### config.mk
export PLATFORM = sky130hd
export DESIGN_NAME = rv32im_partial_decoder_top
export DESIGN_NICKNAME = d
export VERILOG_FILES = /design/src/rv32d_pkg.sv /design/src/rv32d_decode.sv /design/src/rv32im_partial_decoder_top.sv
export SDC_FILE = /design/constraint.sdc
export NUM_CORES = 1
export LEC_CHECK = 0
export ABC_CLOCK_PERIOD_IN_PS = 3200
export BUFFER_PORTS_ARGS = -buffer_cell sky130_fd_sc_hd__buf_2
export CORE_MARGIN = 2
export CORE_UTILIZATION = 35
export CTS_CLUSTER_SIZE = 12
export DETAILED_ROUTE_END_ITERATION = 10
export PLACE_DENSITY = 0.66
export SLEW_MARGIN = 20
export SYNTH_ARGS = -nofsm -noshare
export SYNTH_HDL_FRONTEND = slang
export SYNTH_HIERARCHICAL = 1
export SYNTH_SLANG_ARGS = --single-unit
### constraint.sdc
create_clock -name clk -period 3.2 [get_ports clk]
set_clock_uncertainty 0.2 [all_clocks]
set_input_delay 0.32 -clock clk [delete_from_list [all_inputs] [get_ports clk]]
set_output_delay 0.32 -clock clk [all_outputs]
set_load 0.05 [all_outputs]
### src/rv32d_pkg.sv
// Shared types and codes for the partial RV32IM decoder.
// No dependencies; imported by rv32d_decode and rv32im_partial_decoder_top.

package rv32d_pkg;

	// major opcodes
	localparam logic [6:0] OPC_SYSTEM = 7'h73;
	localparam logic [6:0] OPC_BRANCH = 7'h63;
	localparam logic [6:0] OPC_JAL    = 7'h6F;
	localparam logic [6:0] OPC_OP     = 7'h33;
	localparam logic [6:0] OPC_OPIMM  = 7'h13;

	// funct7 values
	localparam logic [6:0] F7_BASE   = 7'b0000000;
	localparam logic [6:0] F7_ALT    = 7'b0100000;
	localparam logic [6:0] F7_MULDIV = 7'b0000001;

	// funct3 values that decode specially
	localparam logic [2:0] F3_ADD   = 3'd0;
	localparam logic [2:0] F3_SLL   = 3'd1;
	localparam logic [2:0] F3_BR_R2 = 3'd2;
	localparam logic [2:0] F3_BR_R3 = 3'd3;
	localparam logic [2:0] F3_SRL   = 3'd5;

	// functional units
	localparam logic [2:0] UNIT_NONE = 3'd0;
	localparam logic [2:0] UNIT_ALU  = 3'd1;
	localparam logic [2:0] UNIT_BRU  = 3'd2;
	localparam logic [2:0] UNIT_CSR  = 3'd3;
	localparam logic [2:0] UNIT_MUL  = 3'd4;
	localparam logic [2:0] UNIT_DIV  = 3'd5;

	// ALU sub-operations
	localparam logic [3:0] ALU_ADD  = 4'd0;
	localparam logic [3:0] ALU_SUB  = 4'd1;
	localparam logic [3:0] ALU_SLL  = 4'd2;
	localparam logic [3:0] ALU_SLT  = 4'd3;
	localparam logic [3:0] ALU_LTU  = 4'd4;
	localparam logic [3:0] ALU_XOR  = 4'd5;
	localparam logic [3:0] ALU_SRL  = 4'd6;
	localparam logic [3:0] ALU_SRA  = 4'd7;
	localparam logic [3:0] ALU_OR   = 4'd8;
	localparam logic [3:0] ALU_AND  = 4'd9;

	// branch sub-operations
	localparam logic [3:0] BR_BEQ  = 4'd0;
	localparam logic [3:0] BR_BNE  = 4'd1;
	localparam logic [3:0] BR_BLT  = 4'd2;
	localparam logic [3:0] BR_BGE  = 4'd3;
	localparam logic [3:0] BR_BLTU = 4'd4;
	localparam logic [3:0] BR_BGEU = 4'd5;
	localparam logic [3:0] BR_JAL  = 4'd6;

	localparam int OUT_BITS  = 52;
	localparam int OUT_BYTES = (OUT_BITS + 7) / 8;
	localparam int OUT_W     = OUT_BYTES * 8;

	typedef struct packed {
		logic               illegal;
		logic               control_flow;
		logic               operand_b_ready;
		logic signed [11:0] operand_b_const;
		logic               operand_a_ready;
		logic        [4:0]  operand_a_const;
		logic signed [20:0] immediate;
		logic               writes_rd;
		logic               uses_rs2;
		logic               uses_rs1;
		logic        [3:0]  sub_op;
		logic        [2:0]  unit;
	} decode_t;

	// ALU sub-op for a register or immediate form with base funct7
	function automatic logic [3:0] alu_base_op(input logic [2:0] f3);
		logic [3:0] op;
		unique case (f3)
			3'd0: op = ALU_ADD;
			3'd1: op = ALU_SLL;
			3'd2: op = ALU_SLT;
			3'd3: op = ALU_LTU;
			3'd4: op = ALU_XOR;
			3'd5: op = ALU_SRL;
			3'd6: op = ALU_OR;
			3'd7: op = ALU_AND;
			default: op = ALU_ADD;
		endcase
		return op;
	endfunction

endpackage

### src/rv32d_decode.sv
// Combinational decode of one instruction word into a control record.
// Depends on rv32d_pkg for opcodes, unit and sub-op codes and decode_t.

module rv32d_decode (
	input  logic [31:0]           instruction,
	output rv32d_pkg::decode_t    rec
);
	import rv32d_pkg::*;

	logic [6:0]  opc;
	logic [2:0]  f3;
	logic [6:0]  f7;
	logic [11:0] iimm;

	assign opc  = instruction[6:0];
	assign f3   = instruction[14:12];
	assign f7   = instruction[31:25];
	assign iimm = instruction[31:20];

	always_comb begin
		rec = '0;
		unique case (opc)
			OPC_SYSTEM: begin
				rec.unit = UNIT_CSR;
				// immediate CSR forms take zimm from the rs1 field
				if (f3[2]) begin
					rec.operand_a_const = instruction[19:15];
					rec.operand_a_ready = 1'b1;
				end else begin
					rec.uses_rs1 = 1'b1;
				end
				rec.immediate = {9'b0, iimm};
			end
			OPC_BRANCH: begin
				rec.unit         = UNIT_BRU;
				rec.immediate    = {{8{instruction[31]}}, instruction[31], instruction[7],
					instruction[30:25], instruction[11:8], 1'b0};
				rec.uses_rs1     = 1'b1;
				rec.uses_rs2     = 1'b1;
				rec.control_flow = 1'b1;
				unique case (f3)
					3'd0: rec.sub_op = BR_BEQ;
					3'd1: rec.sub_op = BR_BNE;
					F3_BR_R2, F3_BR_R3: rec.illegal = 1'b1;
					3'd4: rec.sub_op = BR_BLT;
					3'd5: rec.sub_op = BR_BGE;
					3'd6: rec.sub_op = BR_BLTU;
					3'd7: rec.sub_op = BR_BGEU;
					default: rec.illegal = 1'b1;
				endcase
			end
			OPC_JAL: begin
				rec.unit         = UNIT_BRU;
				rec.sub_op       = BR_JAL;
				rec.immediate    = {instruction[31], instruction[19:12], instruction[20],
					instruction[30:21], 1'b0};
				rec.control_flow = 1'b1;
				rec.writes_rd    = 1'b1;
			end
			OPC_OP: begin
				rec.uses_rs1  = 1'b1;
				rec.uses_rs2  = 1'b1;
				rec.writes_rd = 1'b1;
				priority if (f7 == F7_BASE) begin
					rec.unit   = UNIT_ALU;
					rec.sub_op = alu_base_op(f3);
				end else if (f7 == F7_ALT) begin
					rec.unit = UNIT_ALU;
					priority if (f3 == F3_ADD) begin
						rec.sub_op = ALU_SUB;
					end else if (f3 == F3_SRL) begin
						rec.sub_op = ALU_SRA;
					end else begin
						rec.illegal = 1'b1;
					end
				end else if (f7 == F7_MULDIV) begin
					rec.unit   = f3[2] ? UNIT_DIV : UNIT_MUL;
					rec.sub_op = {2'b0, f3[1:0]};
				end else begin
					rec.illegal = 1'b1;
				end
			end
			OPC_OPIMM: begin
				rec.unit            = UNIT_ALU;
				rec.uses_rs1        = 1'b1;
				rec.writes_rd       = 1'b1;
				rec.immediate       = {{9{iimm[11]}}, iimm};
				rec.operand_b_const = iimm;
				rec.operand_b_ready = 1'b1;
				priority if (f3 == F3_SLL) begin
					rec.operand_b_const = {7'b0, instruction[24:20]};
					if (f7 == F7_BASE) begin
						rec.sub_op = ALU_SLL;
					end else begin
						rec.illegal = 1'b1;
					end
				end else if (f3 == F3_SRL) begin
					rec.operand_b_const = {7'b0, instruction[24:20]};
					priority if (f7 == F7_BASE) begin
						rec.sub_op = ALU_SRL;
					end else if (f7 == F7_ALT) begin
						rec.sub_op = ALU_SRA;
					end else begin
						rec.illegal = 1'b1;
					end
				end else begin
					rec.sub_op = alu_base_op(f3);
				end
			end
			default: begin
				rec.illegal = 1'b1;
			end
		endcase
	end

endmodule

### src/rv32im_partial_decoder_top.sv
// Top level of the partial RV32IM decoder: input register, decode, result register.
// Depends on rv32d_pkg and rv32d_decode.
//
// Usage:
//   s_tvalid/s_tready/s_tdata carry one 32-bit instruction word per handshake.
//   m_tvalid/m_tready/m_tdata carry one decoded control record per word.
//   A word accepted on s_tdata passes through the input register, the decode logic
//   and then the result register before it appears on m_tdata.
//   Throughput: one word per cycle while m_tready is high, set by the single
//   decode pass between the registers; a stage advances if empty or the next does.
//   Stall: when m_tready is low with a record waiting, the result register
//   holds; the input register still takes a word if it is empty, so up to
//   two words sit in the block. s_tready drops only when both are full.
//   Reset: arst_n low clears both valid flags; no word is in flight after it.
//   Every opcode outside SYSTEM, BRANCH, JAL, OP and OP-IMM returns a record
//   that is all zero except the illegal flag.

module rv32im_partial_decoder_top (
	input  logic        clk,
	input  logic        arst_n,

	input  logic        s_tvalid,
	output logic        s_tready,
	input  logic [31:0] s_tdata,   // [31:0] instruction

	output logic        m_tvalid,
	input  logic        m_tready,
	// [2:0] unit, [6:3] sub_op, [7] uses_rs1, [8] uses_rs2, [9] writes_rd,
	// [30:10] immediate, [35:31] operand_a_const, [36] operand_a_ready,
	// [48:37] operand_b_const, [49] operand_b_ready, [50] control_flow,
	// [51] illegal, [55:52] zero
	output logic [55:0] m_tdata
);
	import rv32d_pkg::*;

	logic        valid_s1;
	logic [31:0] instr_s1;
	logic        valid_s2;
	decode_t     rec_s2;
	decode_t     rec_d;
	logic        adv_s2;
	logic        adv_s1;

	assign adv_s2   = !valid_s2 || m_tready;
	assign adv_s1   = !valid_s1 || adv_s2;
	assign s_tready = adv_s1;

	always_ff @(posedge clk or negedge arst_n) begin
		if (!arst_n) begin
			valid_s1 <= 1'b0;
		end else if (adv_s1) begin
			valid_s1 <= s_tvalid;
		end
	end

	always_ff @(posedge clk) begin
		if (adv_s1 && s_tvalid) begin
			instr_s1 <= s_tdata;
		end
	end

	rv32d_decode u_decode (
		.instruction (instr_s1),
		.rec         (rec_d)
	);

	always_ff @(posedge clk or negedge arst_n) begin
		if (!arst_n) begin
			valid_s2 <= 1'b0;
		end else if (adv_s2) begin
			valid_s2 <= valid_s1;
		end
	end

	// capture only a real word so a held record stays intact
	always_ff @(posedge clk) begin
		if (adv_s2 && valid_s1) begin
			rec_s2 <= rec_d;
		end
	end

	assign m_tvalid = valid_s2;
	assign m_tdata  = {{(OUT_W - OUT_BITS){1'b0}}, rec_s2};

endmodule

==> impl_metrics.ini, run 1 <==
[setup_path]
reg2reg_to = m_tdata[13]
arrival_ns = 2.33
endpoint = m_tdata[13]
rr_startpoint = instr_s1[5]
cp.required_ns = 3.22
r2r_slack_ns = 0.89
worstSetupEndpointType = flip-flop
crit_path_start_kind = flip-flop
worstSetupPathType = reg -> reg
cp_max_fo = 9
ff2ff_path_depth = 4
cp-startpoint = instr_s1[5]

[layout]
drive_above_1_share_pct = 33.2
layout_commonest_cell = buf_2
layout_common_cells = buf_2 (89), edfxtp_1 (84), dlygate4sd3_1 (34), and2_1 (14), nor2_1 (13)
fillCellCount = 965
area_growth_pct = 28.5
nets = 407
antenna_cells = 0

[timing]
layout_setup_ws_ns = 0.889
finalSetupViolCount = 0
finalSetupTns_ns = 0
drv_slew = 0
fin_crit_ns = 2.31
min_period_over_period_pct = 72.2
hold_violations = 0
max_freq_mhz = 433
rsz0062_at_grt = false
worstMarginPinSlew_ns = 0.749
slew_headroom_pct = 49.8

[cts]
cts_setup_buffers = 0
h-tree-depth = 3
cts.path.max_buffers = 2
cts_buffers = 9
clk_latency_ns = 0.35
cts_tree = yes
clock_sinks = 86
clk_pin_slew_ns = 0.09
clockRootBuffer = clkbuf_8

[die]
initial_core_util_pct = 35.9
ios = 94
core-area_sq_um = 10200
die-area_sq_um = 11300
rows = 37
die_x_um = 106
die_h_um = 106

[yosys]
synth_edf_count = 84
netlist_top_cells_area = edfxtp_1 (69%), and2_1 (2.6%), buf_6 (2.1%), a21o_1 (1.6%), dfrtp_1 (1.4%)
ys_ff_latch = 86
synth.cell_area_sq_um = 3670
postSynthCellCount = 245
synth-simple-area-share_pct = 13.9
synth_top_family_by_area = simple AND/OR/NAND/NOR gates
synthMuxAreaShare_pct = 0.273
synthFlopType = edfxtp_1
synth_compound_area_share_pct = 9.31
netlist-cell-type-count = 54
synth_top_area_cell = edfxtp_1
ys_warn_count = 6
syn_area_per_cell_sq_um = 15.0
synthXorXnorAreaFrac_pct = 0.239
yosysSeqAreaShare_pct = 70.1
synth_fa_ha_area_share_pct = 1.36
async_flop_share_pct = 2.33
netlist.area_leader.share_pct = 68.7

[drt]
drtAntennaViolNets = 0
vias_per_cell = 4.71
drtIter0Drc = 155
dr.pass1.iters = 4
avgRoutedWirePerCell_um = 15.2
vias = 2389
wl_um = 7710
drcViolationCount = 0

[pwr]
vdd_drop_max_uv = 253
leakage_uw = 0.00198
power_density_nw_per_um2 = 534

[grt]
overflow = 0
track_usage_pct = 14.1
grt_pass1_vias = 2268
grt_pass1_wl_um = 11900
grt_max_degree = 53
antenna_found_initial = 0

[run]
drv_cap = 0

[placement]
hpwl_um = 5090
pre_cts_ws_ns = 0.915
numPortBuffers = 89
gp_congestion = 0.806

[hold_path]
min_path_type = in -> reg

[status]
outcome = complete, no violations
## synth_stat cells (3+ instances only)
cell type	count
and2_1	15
inv_1	9
nand3_1	6
o41ai_2	3
a21o_1	8
o21ai_0	5
edfxtp_1	84
and3_1	5
nand2_1	9
nor2_1	13
buf_4	6
ha_1	4
nand2b_1	6
a22o_1	4
and2_2	3
a21oi_1	6
nor3_1	6
buf_6	7
or2_2	3
## logic make-up (layout without fill, tap and decap cells)
kind of cell             Yosys count  count (layout)
adder cells (fa/ha/maj)            4               4
flip-flops                        86              86
AO/OA/AOI/OAI                     44              44
buffers and inverters             25             148
AND/OR/NAND/NOR                   83              83
other                              1               4
multiplexers                       1               1
XOR/XNOR                           1               1
## layout make-up
class / count / area (sq um) / area share [%]
flip-flops and latches: 86 / 2570 / 54.6
multi-input cells: 137 / 936 / 19.8
repair buffers: 124 / 793 / 16.8
well taps: 136 / 170 / 3.61
clock buffers: 10 / 128 / 2.71
clock inverters: 5 / 82.6 / 1.75
inverters: 9 / 33.8 / 0.716
## worst min-delay path by stage
stage	start	to	slack (ns)	depth (start not counted)
global route	m_tready	m_tvalid	0.06	3
CTS	m_tready	m_tvalid	0.03	3
finish	m_tready	m_tvalid	0.06	3
floorplan	arst_n	m_tvalid	-0.18	0
global placement	arst_n	valid_s1	-0.09	1
detailed placement	arst_n	m_tvalid	-0.09	1
## where the power goes
group,total (uW),internal (uW),switching (uW)
clock,810,439,371
sequential,1360,1320,42.1
combinational,353,99.8,253
## routing by layer
layer / share of wire, % / track usage, % / wire (um)
met5: 0 / 0 / 0
met4: 1.2 / 5.92 / 91
met3: 5.5 / 4.11 / 422
met2: 48 / 22.3 / 3670
met1: 46 / 18.0 / 3530
## timing repair
item | in CTS | in global routing
endpoints found under the hold margin | 35 | 0
gates resized for setup | 0 | 0
hold buffers | 34 | 0
## flip-flops by register name, summed over array words and instances (netlist names)
| register | flops |
|---|---|
| valid_s1 | 1 |
| m_tdata | 52 |
| instr_s1 | 32 |
| m_tvalid | 1 |
## through the flow
stage          power (uW)  util [%]  instance area [sq um]  hold WS, ns  cells
6_report             2520      46.1                   4720       0.0554    507
5_1_grt              2630      46.1                   4720       0.0576    507
4_1_cts              2560      46.1                   4720       0.0297    507
3_5_place_dp         1710      40.7                   4170      -0.0884    458
3_3_place_gp         1700      40.7                   4170      -0.0944    458
2_1_floorplan        1630         -                   3680       -0.176    248
## critical path, stage by stage, from the launching register on
cell and delay (ns):
edfxtp_1 0.55, nor3b_1 0.56, nand2_1 0.35, o21ai_0 0.32, a22o_1 0.21
(Power assumes the default switching activity.)
==> run 2, diff against run 1 <==
--- a/config.mk
+++ b/config.mk
@@ -5,13 +5,14 @@
 export SDC_FILE = /design/constraint.sdc
 export NUM_CORES = 1
 export LEC_CHECK = 0
-export ABC_CLOCK_PERIOD_IN_PS = 3200
+export ABC_AREA = 1
+export ABC_CLOCK_PERIOD_IN_PS = 2000
 export BUFFER_PORTS_ARGS = -buffer_cell sky130_fd_sc_hd__buf_2
 export CORE_MARGIN = 2
 export CORE_UTILIZATION = 35
 export CTS_CLUSTER_SIZE = 12
 export DETAILED_ROUTE_END_ITERATION = 10
-export PLACE_DENSITY = 0.66
+export PLACE_DENSITY = 0.68
 export SLEW_MARGIN = 20
 export SYNTH_ARGS = -nofsm -noshare
 export SYNTH_HDL_FRONTEND = slang
==> constraint.sdc (replaced) <==
create_clock -name clk -period 2 [get_ports clk]
set_clock_uncertainty 0.2 [all_clocks]
set_input_delay 0.2 -clock clk [delete_from_list [all_inputs] [get_ports clk]]
set_output_delay 0.2 -clock clk [all_outputs]
set_load 0.05 [all_outputs]
==> impl_metrics.ini, run 2 <==
[status]
outcome = complete, no violations

[cts]
cts_setup_buffers = 0
h-tree-depth = 3
cts_tree = yes
cts.path.max_buffers = 2
cts_buffers = 9
clk_latency_ns = 0.36
clockRootBuffer = clkbuf_8
clk_pin_slew_ns = 0.09
clock_sinks = 86

[layout]
drive_above_1_share_pct = 32.9
nets = 463
fin_area_sq_um = 4820
fin_cells = 564
regArea_sq_um = 2570
antenna_cells = 0
layout_common_cells = buf_2 (89), edfxtp_1 (84), nand2_1 (46), dlygate4sd3_1 (37), inv_1 (33)
layout_commonest_cell = buf_2
largest_reg_flops = 52
fillCellCount = 930
multi_input_area_sq_um = 860
area_growth_pct = 33.9

[setup_path]
worstSetupEndpointType = flip-flop
cp_max_fo = 8
arrival_ns = 1.71
worstSetupPathType = reg -> reg
cp.required_ns = 1.88
crit_path_start_kind = flip-flop

[yosys]
netlist.area_leader.share_pct = 70.0
synthMuxAreaShare_pct = 0
postSynthCellCount = 285
syn_area_per_cell_sq_um = 12.6
synth-simple-area-share_pct = 16.6
synthXorXnorAreaFrac_pct = 0
synth_top_area_cell = edfxtp_1
synth_top_family_by_area = simple AND/OR/NAND/NOR gates
netlist_top_cells_area = edfxtp_1 (70%), nand2_1 (4.9%), inv_1 (3.5%), nor2_1 (3.2%), nand3_1 (1.8%)
netlist-cell-type-count = 30
yosysSeqAreaShare_pct = 71.4
async_flop_share_pct = 2.33
synth_fa_ha_area_share_pct = 1.39
synth_compound_area_share_pct = 4.90
ys_ff_latch = 86
synth_edf_count = 84
synth.cell_area_sq_um = 3600
synth_most_common_cell = edfxtp_1
yosys-top-cells-count = edfxtp_1 (84), nand2_1 (47), inv_1 (34), nor2_1 (31), nand3_1 (13)
synthFlopType = edfxtp_1
ys_warn_count = 6

[pwr]
vdd_drop_max_uv = 266
power_density_nw_per_um2 = 818
leakage_uw = 0.00211
power.total_uw = 3950

[grt]
grt_pass1_wl_um = 12200
track_usage_pct = 14.3
grt_pass1_vias = 2563
grt_max_degree = 53
overflow = 0
antenna_found_initial = 0

[drt]
wl_um = 7600
drtIter0Drc = 74
vias = 2509
vias_per_cell = 4.45
avgRoutedWirePerCell_um = 13.5
dr.pass1.iters = 5
drtAntennaViolNets = 0
drcViolationCount = 0

[die]
initial_core_util_pct = 35.5
die_h_um = 105
die-area_sq_um = 11100
rows = 37
core-area_sq_um = 10100
die_x_um = 105
ios = 94

[timing]
fin_crit_ns = 1.83
layout_setup_ws_ns = 0.172
rsz0062_at_grt = true
holdWs_ns = 0.338
finalSetupViolCount = 0
min_period_over_period_pct = 91.4
drv_slew = 0
max_freq_mhz = 547
hold_violations = 0

[run]
drv_cap = 0

[hold_path]
min_path_type = reg -> reg

[placement]
placed_area_sq_um = 4260
numPortBuffers = 89
hpwl_um = 5320
place_inst = 511
pre_cts_ws_ns = 0.133
gp_congestion = 0.905
-- run 2: cell types whose count changed after synthesis, moves of 5 or more --
cell / delta
and3_1: -5
nor2_1: +18
a21o_1: -8
nand2b_1: -6
o21ai_0: +7
nand2_1: +38
inv_1: +25
and2_1: -15
nor2_4: +5
buf_6: -6
nand3_1: +7
-- run 2: metrics by stage --
stage               util (%)  setup TNS, ns
floorplan                  -          -4.98
global placement        42.0              0
detailed placement      42.0              0
CTS                     47.6              0
global route            47.6       -0.00645
finish                  47.6              0
-- run 2: worst max-delay path, stage by stage (launching register included) --
cell,delay [ns]
edfxtp_1,0.37
nand2_1,0.10
inv_1,0.10
nand2_2,0.10
inv_1,0.08
nand2_4,0.12
inv_4,0.08
o21ai_4,0.24
o21ai_0,0.16
-- run 2: where the power goes --
part           internal (uW)  leakage, uW  switching, uW
sequential              2100     0.000853           41.9
combinational            160      0.00116            428
clock                    582    0.0000976            634
total                   2840      0.00211           1100
-- run 2: logic make-up after synthesis --
| kind of cell | after synthesis |
|---|---|
| AND/OR/NAND/NOR | 121 |
| flip-flops | 86 |
| buffers and inverters | 46 |
| AO/OA/AOI/OAI | 27 |
| adder cells (fa/ha/maj) | 4 |
| other | 1 |
-- run 2: path summary, 6_finish.rpt --
kind,startpoint,to,slack (ns),cells after the start
min reg2reg,instr_s1[9],m_tdata[12],0.34,2
max reg2reg,instr_s1[1],m_tdata[23],0.17,8
max,instr_s1[1],m_tdata[23],0.17,8
min,instr_s1[9],m_tdata[12],0.34,2
max in group asynchronous,arst_n,m_tvalid,0.95,3
min in group asynchronous,arst_n,valid_s1,0.52,3
-- run 2: timing repair --
item,CTS,global route
setup endpoints to repair,0,6
resized for setup,0,3
hold endpoints to repair,36,0
hold buffers,37,0
-- run 2: layout make-up --
cell class | count | area share, %
clock buffer | 9 | 2.57
sequential | 86 | 53.4
clock inverter | 7 | 1.50
inverter | 38 | 3.09
tap | 136 | 3.53
timing repair buffer | 132 | 18.1
multi-input combinational | 156 | 17.8
-- run 2: layer usage --
| layer | wire [um] | global-route usage, % | vias to the layer above |
|---|---|---|---|
| met2 | 3850 | 24.8 | 71 |
| met1 | 3260 | 16.9 | 1186 |
| li1 | - | - | 1240 |
| met3 | 382 | 3.96 | 12 |
| met4 | 110 | 5.52 | 0 |
| met5 | 0 | 0 | - |
==> run 3, diff against run 2 <==
--- a/config.mk
+++ b/config.mk
@@ -8,11 +8,13 @@
 export ABC_AREA = 1
 export ABC_CLOCK_PERIOD_IN_PS = 2000
 export BUFFER_PORTS_ARGS = -buffer_cell sky130_fd_sc_hd__buf_2
+export CELL_PAD_IN_SITES_DETAIL_PLACEMENT = 0
+export CELL_PAD_IN_SITES_GLOBAL_PLACEMENT = 1
 export CORE_MARGIN = 2
 export CORE_UTILIZATION = 35
 export CTS_CLUSTER_SIZE = 12
 export DETAILED_ROUTE_END_ITERATION = 10
-export PLACE_DENSITY = 0.68
+export PLACE_DENSITY = 0.8
 export SLEW_MARGIN = 20
 export SYNTH_ARGS = -nofsm -noshare
 export SYNTH_HDL_FRONTEND = slang
==> impl_metrics.ini, run 3 (synthesis gave the netlist of run 2 again) <==
[status]
outcome = complete, no violations

[cts]
ctsResizeCount = 0
clk_latency_ns = 0.36
h-tree-depth = 3
cts_tree = yes
clk_pin_slew_ns = 0.09
cts_buffers = 9
clockRootBuffer = clkbuf_8
cts_setup_buffers = 0
clock_sinks = 86
cts.path.max_buffers = 2

[drt]
avgRoutedWirePerCell_um = 13.5
vias_per_cell = 4.40
drtAntennaViolNets = 0
drtIter0Drc = 98
vias = 2489
drcViolationCount = 0
dr.pass1.iters = 4
wl_um = 7640

[die]
die_h_um = 105
rows = 37
die_x_um = 105
die-area_sq_um = 11100
core-area_sq_um = 10100
initial_core_util_pct = 35.5
ios = 94

[pwr]
power.total_uw = 3950
p_comb_share_pct = 15.1
swShare_pct = 27.9
clkPwrFrac_pct = 30.6
power_switching_uw = 1100
power_density_nw_per_um2 = 814
p_int_uw = 2850
vdd_drop_max_uv = 395
leakage_uw = 0.00213
power.share.sequential_pct = 54.2

[timing]
min_period_over_period_pct = 92.9
drv_slew = 0
rsz0062_at_grt = false
fin_crit_ns = 1.86
hold_violations = 0
finalSetupViolCount = 0
finalSetupTns_ns = 0
max_freq_mhz = 538

[layout]
area_growth_pct = 34.7
multi_input_area_sq_um = 860
layout_commonest_cell = buf_2
fin_cells = 566
drive_above_1_share_pct = 33.5
layout_common_cells = buf_2 (89), edfxtp_1 (84), nand2_1 (46), dlygate4sd3_1 (37), inv_1 (33)
antenna_cells = 0
regArea_sq_um = 2570
utilization_pct = 47.8
largest_reg_flops = 52
fillCellCount = 919
fin_area_sq_um = 4850
nets = 465

[setup_path]
crit_path_top_delay_cell = edfxtp_1
slowest_delay_ns = 0.36
arrival_ns = 1.74
critPathMostFrequentCell = inv_1
cp-startpoint = instr_s1[1]
worstSetupPathType = reg -> reg
worstSetupEndpointType = flip-flop
cp_max_fo = 8
r2r_slack_ns = 0.14
cp_top_family = compound AO/OA/AOI/OAI gates
rr_startpoint = instr_s1[1]
crit_path_start_kind = flip-flop
crit_chain = nand2_1 -> inv_1 -> nand2_2 -> inv_1 -> nand2_4 -> inv_4 -> o21ai_4 -> o21ai_0
cp.required_ns = 1.88
critPathBufInv = 3

[placement]
hpwl_um = 5280
place_inst = 513
placed_area_sq_um = 4280
gp_congestion = 0.839
numPortBuffers = 89

[grt]
grt_pass1_vias = 2430
antenna_found_initial = 0
grt_pass1_wl_um = 12100
overflow = 0
track_usage_pct = 14.6
grt_max_degree = 53

[hold_path]
min_from = instr_s1[8]
min_path_type = reg -> reg

[run]
drv_cap = 0
[run 3: final cells by class]
class                           instances  share of cell area [%]
Tap cell                              136                    3.51
Multi-Input combinational cell        156                    17.7
Clock buffer                            9                    2.55
Timing Repair Buffer                  134                    18.6
Inverter                               38                    3.07
Clock inverter                          7                    1.52
Sequential cell                        86                    53.1
[run 3: timing repair]
action                     4_1_cts  5_1_grt
hold buffers                    37        0
setup endpoints to repair        0        0
hold endpoints to repair        36        0
[run 3: final timing paths]
kind                       depth (start not counted)           to
hold / removal                                     2  m_tdata[11]
setup reg to reg                                   8  m_tdata[23]
hold reg to reg                                    2  m_tdata[11]
min in group asynchronous                          3     valid_s1
setup / recovery                                   8  m_tdata[23]
max in group asynchronous                          3     m_tvalid
[run 3: power groups by stage]
stage               Combinational (uW)  Sequential [uW]  Clock (uW)
floorplan                          160             2410           0
global placement                   544             2180           0
detailed placement                 547             2180           0
CTS                                603             2140        1260
global route                       639             2150        1320
finish                             598             2140        1210
[run 3: metrics by stage]
step	worst slack, ns	hold slack (ns)
after global routing	0.0268	0.324
after floorplan	-0.0957	-0.296
final	0.142	0.332
after CTS	0.146	0.314
after detailed placement	0.150	-0.210
after global placement	0.158	-0.214
[run 3: routing by layer]
metal	global-route usage, %	share of wire (%)	up-vias	routed length (um)
met5	0	0	-	0
met4	6.76	2.3	0	173
met3	4.33	5.3	12	403
met2	23.6	49	72	3760
met1	17.9	43	1157	3300
li1	-	-	1248	-
[run 3: worst min-delay path, stage by stage, from the launching register on]
cell and delay, ns:
edfxtp_1 0.33, nand2_1 0.06, o21ai_2 0.05
